### src/design/plb_pkg.sv
`default_nettype none
package plb_pkg;

	localparam int MAX_POSITIONS = 32;
	localparam int ID_W = 31;
	localparam int OFS_W = 40;
	localparam int WORD_BYTES = 4;
	localparam int HDR_WORDS = 2;
	localparam int CNT_W = $clog2(MAX_POSITIONS + 1);
	localparam int ADDR_W = (MAX_POSITIONS > 1) ? $clog2(MAX_POSITIONS) : 1;
	localparam int BYTE_SHIFT = $clog2(WORD_BYTES);

	localparam logic [1:0] KIND_HDR = 2'd0;
	localparam logic [1:0] KIND_POS = 2'd1;
	localparam logic [1:0] KIND_DIR = 2'd2;

	localparam logic ACT_POSTING = 1'b0;
	localparam logic ACT_FINISH = 1'b1;

	typedef struct packed {
		logic action;
		logic [ID_W-1:0] word;
		logic [ID_W-1:0] document;
		logic [ID_W-1:0] offset_in_doc;
	} item_t;

	typedef struct packed {
		logic [1:0] kind;
		logic [ID_W-1:0] out_word;
		logic [ID_W-1:0] out_document;
		logic [ID_W-1:0] out_position;
		logic [ID_W-1:0] out_count;
		logic [OFS_W-1:0] list_start;
		logic dropped;
		logic final_res;
	} res_t;

	typedef struct packed {
		logic load;
		logic open_new;
		logic store_pos;
		logic emit_hdr;
		logic rd_pos;
		logic emit_pos;
		logic emit_dir;
		logic finish_close;
		logic group_switch;
	} cmd_t;

	typedef struct packed {
		logic pend_finish;
		logic group_open;
		logic same_group;
		logic more_pos;
		logic need_dir;
		logic out_free;
	} sts_t;

endpackage
`default_nettype wire

### src/design/plb_posting_if.sv
`default_nettype none
interface plb_posting_if
	import plb_pkg::*;
();
	logic valid;
	logic ready;
	logic action;
	logic [ID_W-1:0] word;
	logic [ID_W-1:0] document;
	logic [ID_W-1:0] offset_in_doc;

	modport source (output valid, action, word, document, offset_in_doc, input ready);
	modport sink (input valid, action, word, document, offset_in_doc, output ready);
endinterface
`default_nettype wire

### src/design/plb_result_if.sv
`default_nettype none
interface plb_result_if
	import plb_pkg::*;
();
	logic valid;
	logic ready;
	logic [1:0] kind;
	logic [ID_W-1:0] out_word;
	logic [ID_W-1:0] out_document;
	logic [ID_W-1:0] out_position;
	logic [ID_W-1:0] out_count;
	logic [OFS_W-1:0] list_start;
	logic dropped;
	logic final_res;

	modport source (output valid, kind, out_word, out_document, out_position, out_count,
		list_start, dropped, final_res, input ready);
	modport sink (input valid, kind, out_word, out_document, out_position, out_count,
		list_start, dropped, final_res, output ready);
endinterface
`default_nettype wire

### src/design/plb_datapath.sv
`default_nettype none
module plb_datapath
	import plb_pkg::*;
(
	input  wire logic clk,
	input  wire logic arst_n,
	input  wire item_t item,
	input  wire cmd_t cmd,
	input  wire logic res_ready,
	output sts_t sts,
	output logic res_valid,
	output res_t res
);

	localparam logic [ID_W-1:0] DOCS_MAX = {ID_W{1'b1}};

	item_t pend_q;
	logic group_open_q;
	logic [ID_W-1:0] cur_word_q;
	logic [ID_W-1:0] cur_doc_q;
	logic [CNT_W-1:0] cnt_q;
	logic ovf_q;
	logic [OFS_W-1:0] boff_q;
	logic [OFS_W-1:0] wstart_q;
	logic [ID_W-1:0] docs_q;
	logic [CNT_W-1:0] idx_q;
	logic [ID_W-1:0] rd_data_q;
	logic res_valid_q;
	res_t res_q;

	logic [ID_W-1:0] mem_q [MAX_POSITIONS];
	logic mem_we;
	logic [ADDR_W-1:0] mem_wa;
	logic [OFS_W-1:0] rec_bytes;
	logic cnt_full;

	assign cnt_full = (cnt_q >= CNT_W'(MAX_POSITIONS));
	assign rec_bytes = (OFS_W'(cnt_q) + OFS_W'(HDR_WORDS)) << BYTE_SHIFT;

	always_comb begin
		sts.pend_finish = (pend_q.action == ACT_FINISH);
		sts.group_open = group_open_q;
		sts.same_group = (pend_q.word == cur_word_q) && (pend_q.document == cur_doc_q);
		sts.more_pos = (idx_q < cnt_q);
		sts.need_dir = (pend_q.action == ACT_FINISH) || (pend_q.word != cur_word_q);
		sts.out_free = !res_valid_q || res_ready;
	end

	always_comb begin
		mem_we = cmd.open_new || cmd.group_switch || (cmd.store_pos && !cnt_full);
		mem_wa = (cmd.store_pos) ? cnt_q[ADDR_W-1:0] : '0;
	end

	always_ff @(posedge clk) begin
		if (mem_we) begin
			mem_q[mem_wa] <= pend_q.offset_in_doc;
		end
		if (cmd.rd_pos) begin
			rd_data_q <= mem_q[idx_q[ADDR_W-1:0]];
		end
		if (cmd.load) begin
			pend_q <= item;
		end
	end

	always_ff @(posedge clk or negedge arst_n) begin
		if (!arst_n) begin
			group_open_q <= 1'b0;
			cur_word_q <= '0;
			cur_doc_q <= '0;
			cnt_q <= '0;
			ovf_q <= 1'b0;
			boff_q <= '0;
			wstart_q <= '0;
			docs_q <= '0;
			idx_q <= '0;
		end else begin
			if (cmd.open_new) begin
				group_open_q <= 1'b1;
				cur_word_q <= pend_q.word;
				cur_doc_q <= pend_q.document;
				cnt_q <= CNT_W'(1);
				ovf_q <= 1'b0;
				wstart_q <= boff_q;
				docs_q <= ID_W'(1);
			end
			if (cmd.store_pos) begin
				if (cnt_full) begin
					ovf_q <= 1'b1;
				end else begin
					cnt_q <= cnt_q + CNT_W'(1);
				end
			end
			if (cmd.emit_hdr) begin
				idx_q <= '0;
				boff_q <= boff_q + rec_bytes;
			end
			if (cmd.rd_pos) begin
				idx_q <= idx_q + CNT_W'(1);
			end
			if (cmd.finish_close) begin
				group_open_q <= 1'b0;
				cnt_q <= '0;
				ovf_q <= 1'b0;
				docs_q <= '0;
				wstart_q <= boff_q;
			end
			if (cmd.group_switch) begin
				cur_word_q <= pend_q.word;
				cur_doc_q <= pend_q.document;
				cnt_q <= CNT_W'(1);
				ovf_q <= 1'b0;
				if (sts.need_dir) begin
					wstart_q <= boff_q;
					docs_q <= ID_W'(1);
				end else if (docs_q != DOCS_MAX) begin
					docs_q <= docs_q + ID_W'(1);
				end
			end
		end
	end

	always_ff @(posedge clk or negedge arst_n) begin
		if (!arst_n) begin
			res_valid_q <= 1'b0;
		end else if (cmd.emit_hdr || cmd.emit_pos || cmd.emit_dir) begin
			res_valid_q <= 1'b1;
		end else if (res_ready) begin
			res_valid_q <= 1'b0;
		end
	end

	always_ff @(posedge clk) begin
		if (cmd.emit_hdr) begin
			res_q <= '{kind: KIND_HDR, out_word: cur_word_q, out_document: cur_doc_q,
				out_position: '0, out_count: ID_W'(cnt_q), list_start: '0,
				dropped: ovf_q, final_res: 1'b0};
		end else if (cmd.emit_pos) begin
			res_q <= '{kind: KIND_POS, out_word: cur_word_q, out_document: cur_doc_q,
				out_position: rd_data_q, out_count: '0, list_start: '0,
				dropped: 1'b0, final_res: !sts.more_pos && !sts.need_dir};
		end else if (cmd.emit_dir) begin
			res_q <= '{kind: KIND_DIR, out_word: cur_word_q, out_document: '0,
				out_position: '0, out_count: docs_q, list_start: wstart_q,
				dropped: 1'b0, final_res: 1'b1};
		end
	end

	assign res_valid = res_valid_q;
	assign res = res_q;

endmodule
`default_nettype wire

### src/design/plb_controller.sv
`default_nettype none
module plb_controller
	import plb_pkg::*;
(
	input  wire logic clk,
	input  wire logic arst_n,
	input  wire logic in_valid,
	input  wire sts_t sts,
	output logic in_ready,
	output cmd_t cmd
);

	typedef enum logic [6:0] {
		ST_IDLE    = 7'b0000001,
		ST_DECIDE  = 7'b0000010,
		ST_HDR     = 7'b0000100,
		ST_POS_RD  = 7'b0001000,
		ST_POS_OUT = 7'b0010000,
		ST_DIR     = 7'b0100000,
		ST_UPD     = 7'b1000000
	} state_t;

	state_t state_q;
	state_t state_nxt;

	always_comb begin
		cmd = '0;
		state_nxt = state_q;
		in_ready = (state_q == ST_IDLE);
		unique case (state_q)
			ST_IDLE: begin
				if (in_valid) begin
					cmd.load = 1'b1;
					state_nxt = ST_DECIDE;
				end
			end
			ST_DECIDE: begin
				if (sts.pend_finish) begin
					state_nxt = sts.group_open ? ST_HDR : ST_IDLE;
				end else if (!sts.group_open) begin
					cmd.open_new = 1'b1;
					state_nxt = ST_IDLE;
				end else if (sts.same_group) begin
					cmd.store_pos = 1'b1;
					state_nxt = ST_IDLE;
				end else begin
					state_nxt = ST_HDR;
				end
			end
			ST_HDR: begin
				if (sts.out_free) begin
					cmd.emit_hdr = 1'b1;
					state_nxt = ST_POS_RD;
				end
			end
			ST_POS_RD: begin
				cmd.rd_pos = 1'b1;
				state_nxt = ST_POS_OUT;
			end
			ST_POS_OUT: begin
				if (sts.out_free) begin
					cmd.emit_pos = 1'b1;
					if (sts.more_pos) begin
						state_nxt = ST_POS_RD;
					end else if (sts.need_dir) begin
						state_nxt = ST_DIR;
					end else begin
						state_nxt = ST_UPD;
					end
				end
			end
			ST_DIR: begin
				if (sts.out_free) begin
					cmd.emit_dir = 1'b1;
					state_nxt = ST_UPD;
				end
			end
			ST_UPD: begin
				if (sts.pend_finish) begin
					cmd.finish_close = 1'b1;
				end else begin
					cmd.group_switch = 1'b1;
				end
				state_nxt = ST_IDLE;
			end
			default: begin
				state_nxt = ST_IDLE;
			end
		endcase
	end

	always_ff @(posedge clk or negedge arst_n) begin
		if (!arst_n) begin
			state_q <= ST_IDLE;
		end else begin
			state_q <= state_nxt;
		end
	end

endmodule
`default_nettype wire

### src/design/posting_list_builder_core.sv
// Posting list builder.
// posting channel: postings (action 0) sorted by word then document, or a
// finish (action 1) that flushes the open group. result channel: document
// headers, position entries and word directory entries; final_res marks the
// last result of the transfer that caused them.
// One posting is taken at a time: ready is high only while the sequencer is
// idle. A posting that joins or opens a group is loaded, then decided and
// stored. A closing item is decided, then emits the header, then for each
// stored position a memory read and an output register load, then a
// directory entry when the word changes or on a finish, then updates the
// group. The position memory has one read port, so each position takes a
// read step and then an output step.
// result is driven from an output register; a stall there holds the sequencer
// in its current emit state and no result is lost.
// Reset clears the group, counters and byte offset; the position memory is
// not cleared (only entries written in the open group are read).
`default_nettype none
module posting_list_builder_core
	import plb_pkg::*;
(
	input  wire logic clk,
	input  wire logic arst_n,
	plb_posting_if.sink posting,
	plb_result_if.source result
);

	item_t item;
	cmd_t cmd;
	sts_t sts;
	res_t res;
	logic res_valid;
	logic in_ready;

	assign item = '{action: posting.action, word: posting.word,
		document: posting.document, offset_in_doc: posting.offset_in_doc};

	plb_controller u_ctrl (
		.clk      (clk),
		.arst_n   (arst_n),
		.in_valid (posting.valid),
		.sts      (sts),
		.in_ready (in_ready),
		.cmd      (cmd)
	);

	plb_datapath u_dp (
		.clk       (clk),
		.arst_n    (arst_n),
		.item      (item),
		.cmd       (cmd),
		.res_ready (result.ready),
		.sts       (sts),
		.res_valid (res_valid),
		.res       (res)
	);

	assign posting.ready = in_ready;
	assign result.valid = res_valid;
	assign result.kind = res.kind;
	assign result.out_word = res.out_word;
	assign result.out_document = res.out_document;
	assign result.out_position = res.out_position;
	assign result.out_count = res.out_count;
	assign result.list_start = res.list_start;
	assign result.dropped = res.dropped;
	assign result.final_res = res.final_res;

endmodule
`default_nettype wire

### src/flat_wrapper.sv
// flat-port wrapper written by rule: the top's interface ports become plain ports
module posting_list_builder_core_flat import plb_pkg::*;
  (clk, arst_n, posting_valid, posting_action, posting_word, posting_document, posting_offset_in_doc, posting_ready, result_valid, result_kind, result_out_word, result_out_document, result_out_position, result_out_count, result_list_start, result_dropped, result_final_res, result_ready);
  plb_posting_if posting_i ();
  plb_result_if result_i ();
  input  wire logic clk;
  input  wire logic arst_n;
  input wire logic [$bits(posting_i.valid)-1:0] posting_valid;
  input wire logic [$bits(posting_i.action)-1:0] posting_action;
  input wire logic [$bits(posting_i.word)-1:0] posting_word;
  input wire logic [$bits(posting_i.document)-1:0] posting_document;
  input wire logic [$bits(posting_i.offset_in_doc)-1:0] posting_offset_in_doc;
  output wire logic [$bits(posting_i.ready)-1:0] posting_ready;
  output wire logic [$bits(result_i.valid)-1:0] result_valid;
  output wire logic [$bits(result_i.kind)-1:0] result_kind;
  output wire logic [$bits(result_i.out_word)-1:0] result_out_word;
  output wire logic [$bits(result_i.out_document)-1:0] result_out_document;
  output wire logic [$bits(result_i.out_position)-1:0] result_out_position;
  output wire logic [$bits(result_i.out_count)-1:0] result_out_count;
  output wire logic [$bits(result_i.list_start)-1:0] result_list_start;
  output wire logic [$bits(result_i.dropped)-1:0] result_dropped;
  output wire logic [$bits(result_i.final_res)-1:0] result_final_res;
  input wire logic [$bits(result_i.ready)-1:0] result_ready;
  assign posting_i.valid = posting_valid;
  assign posting_i.action = posting_action;
  assign posting_i.word = posting_word;
  assign posting_i.document = posting_document;
  assign posting_i.offset_in_doc = posting_offset_in_doc;
  assign posting_ready = posting_i.ready;
  assign result_valid = result_i.valid;
  assign result_kind = result_i.kind;
  assign result_out_word = result_i.out_word;
  assign result_out_document = result_i.out_document;
  assign result_out_position = result_i.out_position;
  assign result_out_count = result_i.out_count;
  assign result_list_start = result_i.list_start;
  assign result_dropped = result_i.dropped;
  assign result_final_res = result_i.final_res;
  assign result_i.ready = result_ready;
  posting_list_builder_core u_core (.clk(clk), .arst_n(arst_n), .posting(posting_i), .result(result_i));
endmodule
### config.mk
export PLATFORM = sky130hd
export DESIGN_NAME = posting_list_builder_core_flat
export DESIGN_NICKNAME = d
export VERILOG_FILES = /design/src/design/plb_pkg.sv /design/src/design/plb_posting_if.sv /design/src/design/plb_result_if.sv /design/src/design/plb_datapath.sv /design/src/design/plb_controller.sv /design/src/design/posting_list_builder_core.sv /design/src/flat_wrapper.sv
export SDC_FILE = /design/constraint.sdc
export NUM_CORES = 2
export LEC_CHECK = 0
export CAP_MARGIN = 10
export CELL_PAD_IN_SITES_DETAIL_PLACEMENT = 1
export CELL_PAD_IN_SITES_GLOBAL_PLACEMENT = 1
export CORE_ASPECT_RATIO = 1.25
export CORE_MARGIN = 2
export CORE_UTILIZATION = 50
export DETAILED_ROUTE_END_ITERATION = 10
export DONT_BUFFER_PORTS = 1
export PLACE_DENSITY = 0.8
export REMOVE_ABC_BUFFERS = 1
export SYNTH_ARGS = -nofsm -noshare
export SYNTH_HDL_FRONTEND = slang
export SYNTH_SLANG_ARGS = --single-unit
### constraint.sdc
create_clock -name clk -period 5.6 [get_ports clk]
set_input_delay 0 -clock clk [delete_from_list [all_inputs] [get_ports clk]]
set_output_delay 0 -clock clk [all_outputs]
set_load 0.05 [all_outputs]
==> out/metrics.yaml <==
cells_and_area:
  fin_area_mm2: 0.06580
  fin_util_pct: 58.78
  diodes: 0
  nNetsFinal: 3279
  area_delta_synth_final_pct: 16.45
  layout-drive-gt1-share_pct: 23.55
setup_path:
  crit_fanout: 17
  worst_ep_arrival_time_ns: 5.03
  rr_startpoint: "u_core.u_dp.pend_q[52]"
  cp.required_ns: 6.07
  crit_family: "simple AND/OR/NAND/NOR gates"
  slowest_stage: "nor2_4"
  cp_num_buf_inv: 1
  cp-end-kind: "flip-flop"
  cp-start-kind: "flip-flop"
  slowest_delay_ns: 0.77
  criticalPathCategory: "flip-flop to flip-flop"
  crit_start: "u_core.u_dp.pend_q[52]"
  crit_path_cell_trace: "xnor2_1 -> nand4_1 -> nor4_1 -> nand2_1 -> nor4_4 -> nand3_1 -> nor2_4 -> buf_12"
global_route:
  antenna_found_initial: 3
  grt_max_degree: 194
  grt_pass1_vias: 32040
  grt_overflow_total: 0
  grt_pass1_wl_um: 223600
  gr-usage-all-layers_pct: 26.54
route:
  wl_met3_um: 12260
  wl_per_cell_um: 31.98
  drt_pass1_iterations: 6
  vias: 29680
  routed.top_layer: "met5"
  drc: 0
  drt_iter0_drc: 3173
  wirelength_um: 151600
  dr_wl_met2_um: 78220
  wl_met1_um: 56020
  vias_per_cell: 6.261
  ant_nets: 0
pwr:
  leakage_nw: 22.01
  p_sw_share_pct: 26.23
  p_switching_mw: 7.449
  power_density_mw_per_mm2: 431.5
  pwr-share-clk_pct: 35.7
  p_seq_share_pct: 48.5
  p_comb_share_pct: 15.8
  internal_power_mw: 20.95
  irDropWorstVdd_mv: 0.3370
timing:
  rsz0062_at_grt: "false"
  fmax_mhz: 219.0
  finalClockSkew_ns: 0.02896
  fin_crit_sh_pct: 81.53
  setup_viol: 0
  timing_hold_violations_final: 0
  worst_slew_pin_slew_ns: 1.324
  slew_headroom_pct: 11.74
  drv_slew: 0
  timing.final.crit_period_ns: 4.566
synth:
  yosysTopAreaCellShare_pct: 63.03
  ys_ff_latch: 1478
  yosys-top-cells-area: "edfxtp_1 63%, mux4_2 12%, dfrtp_1 8.5%, dfxtp_1 3.5%, mux2_2 2.1%"
  ys.flop_type: "edfxtp_1"
  async_flop_share_pct: 13.06
  syn_inst: 2883
  synth-edff-count: 1186
  yosysUniqueCellTypes: 66
  syn_area_mm2: 0.05651
  synth_warnings: 0
  synth_top_area_cell: "edfxtp_1"
  yosysSeqAreaShare_pct: 75.08
  synth.avg_cell_area_um2: 19.60
floorplan:
  top_level_ports: 268
  start_util_pct: 50.48
  std_cell_rows: 137
  coreArea_mm2: 0.1119
  die_x_um: 304.7
  dieArea_mm2: 0.1157
  die_h_um: 379.9
cts:
  cts_htree_levels: 4
  cts_buffers: 146
  cts_root_buf: "clkbuf_16"
  cts.sinks: 1478
  clkTransAtPathRegs_ns: 0.06
  cts_tree: "yes"
  insertion_delay_ns: 0.78
  clock_path_buffers: 3
run:
  cap_violations: 0
placement:
  place_area_mm2: 0.05879
  place_congestion: 0.8320
  hpwl_um: 85440
  port_buffers: 0
hold_path:
  min_path_type: "input port to asynchronous set/reset pin"
outcome:
  status: "completed"
worst reg2reg max path, delay by kind of cell (launching register included):
| family | cells | cell delay, ns |
|---|---|---|
| AND/OR/NAND/NOR | 6 | 3.21 |
| flip-flops | 1 | 0.46 |
| XOR/XNOR | 1 | 0.32 |
| buffers and inverters | 1 | 0.26 |
routing by layer:
layer | global-route usage (%) | vias to the layer above
met5 | 0 | -
met1 | 33.44 | 15720
met3 | 6.123 | 288
met2 | 45.14 | 1546
met4 | 9.617 | 4
li1 | - | 12130
synth_stat cells, types with 3 or more instances:
cell type	instances
buf_1	21
nor4_4	4
mux4_2	310
dfxtp_1	99
nor4_1	7
nor2_1	84
a31oi_1	8
dfrtp_1	192
nand2b_1	9
a22o_1	94
buf_2	24
o21ai_0	40
a211oi_1	3
mux2_2	104
nor2b_1	34
o21ai_1	5
edfxtp_1	1186
ha_1	17
a21o_1	7
nand4_1	29
nor3_1	15
and2_1	43
or3_1	8
inv_1	14
xor2_1	11
o22ai_1	6
o31ai_1	3
clkbuf_1	91
xnor2_1	92
nand2_1	164
a22oi_1	3
and3_1	15
a21oi_1	28
and4_1	14
nand3_1	53
o41ai_1	4
power by group through the flow:
stage	clock [mW]	sequential, mW	combinational, mW
after global placement	0	13.9	4.14
after CTS	10.3	13.8	4.47
after floorplan	0	13.9	2.81
final	10.1	13.8	4.49
after global routing	10.7	13.9	4.79
after detailed placement	0	14.0	4.25
final cells by class:
| class | instances | area, µm² |
|---|---|---|
| fillers | 9483 | 46130 |
| flip-flops and latches | 1478 | 42440 |
| multi-input cells | 1254 | 13760 |
| clock buffers | 192 | 3950 |
| repair buffers | 268 | 2795 |
| well taps | 1459 | 1826 |
| clock inverters | 75 | 965.9 |
| inverters | 15 | 57.56 |
cell families after synthesis:
| kind of cell | Yosys count | share of synthesized area, % |
|---|---|---|
| xor gates and xnor gates | 103 | 1.597 |
| muxes | 415 | 14.45 |
| adders and majority gates | 18 | 0.4119 |
| buffers and inverters | 151 | 1.056 |
| AOI/OAI and AO/OA | 221 | 2.848 |
| DFF | 1478 | 75.08 |
| and+or+nand+nor | 497 | 4.557 |
flip-flops by register name, indices dropped and copies added, names as in the netlist:
| name | count |
|---|---|
| u_core.u_dp.mem_q | 992 |
| u_core.u_dp.idx_q | 6 |
| u_core.u_dp.ovf_q | 1 |
| u_core.u_dp.pend_q | 93 |
| u_core.u_dp.res_valid | 1 |
| u_core.u_dp.cur_word_q | 31 |
| u_core.u_dp.docs_q | 31 |
| u_core.u_dp.rd_data_q | 31 |
| u_core.u_dp.cnt_q | 6 |
| u_core.u_dp.cur_doc_q | 31 |
| u_core.u_dp.group_open_q | 1 |
| u_core.u_ctrl.state_q | 7 |
| u_core.u_dp.sts | 1 |
| u_core.u_dp.res | 168 |
| u_core.u_dp.wstart_q | 40 |
| u_core.u_dp.boff_q | 38 |
timing repair:
item / in CTS / in global routing
hold buffers: 193 / 0
endpoints found under the setup margin: 0 / 0
resized for setup: 0 / 0
setup buffers: 0 / 0
hold endpoints to repair: 332 / 0
per-stage QoR:
stage | power [mW] | hold WS (ns) | TNS, ns | worst slack (ns) | cells
5_1_grt | 29.30 | 0.04600 | 0 | 0.8992 | 4741
4_1_cts | 28.54 | 0.009723 | 0 | 1.072 | 4734
3_3_place_gp | 18.06 | -0.2897 | 0 | 1.368 | 4274
2_1_floorplan | 16.74 | -0.2956 | -420.35 | -5.517 | 2747
6_report | 28.39 | 0.05102 | 0 | 1.034 | 4741
3_5_place_dp | 18.28 | -0.2898 | 0 | 1.200 | 4274
layout by cell type, fill, tap and decap left out, types with 32 or more instances in the layout:
cell,Yosys,routed
dfxtp_1,99,99
mux2_2,104,104
nand2_1,164,163
xnor2_1,92,92
a22o_1,94,94
nor2_1,84,50
clkbuf_16,0,149
nor2_4,0,32
nand3_1,53,53
dfrtp_1,192,187
buf_4,0,53
edfxtp_1,1186,1186
dlygate4sd3_1,0,192
o21ai_0,40,40
and2_1,43,42
nor2b_1,34,34
mux4_2,310,310
clkbuf_1,91,37
worst paths after layout:
kind                                              to  slack [ns]  cells past startpoint
setup / recovery           u_core.u_dp.mem_q[31][11]        1.03                      8
hold / removal                 u_core.u_dp.docs_q[0]        0.05                      2
setup reg to reg           u_core.u_dp.mem_q[31][11]        1.03                      8
hold reg to reg                  u_core.u_dp.res[74]        0.45                      1
max in group asynchronous       u_core.u_dp.idx_q[2]        4.76                      2
min in group clk            u_core.u_ctrl.state_q[1]        0.05                      2
(Power assumes the default switching activity.)
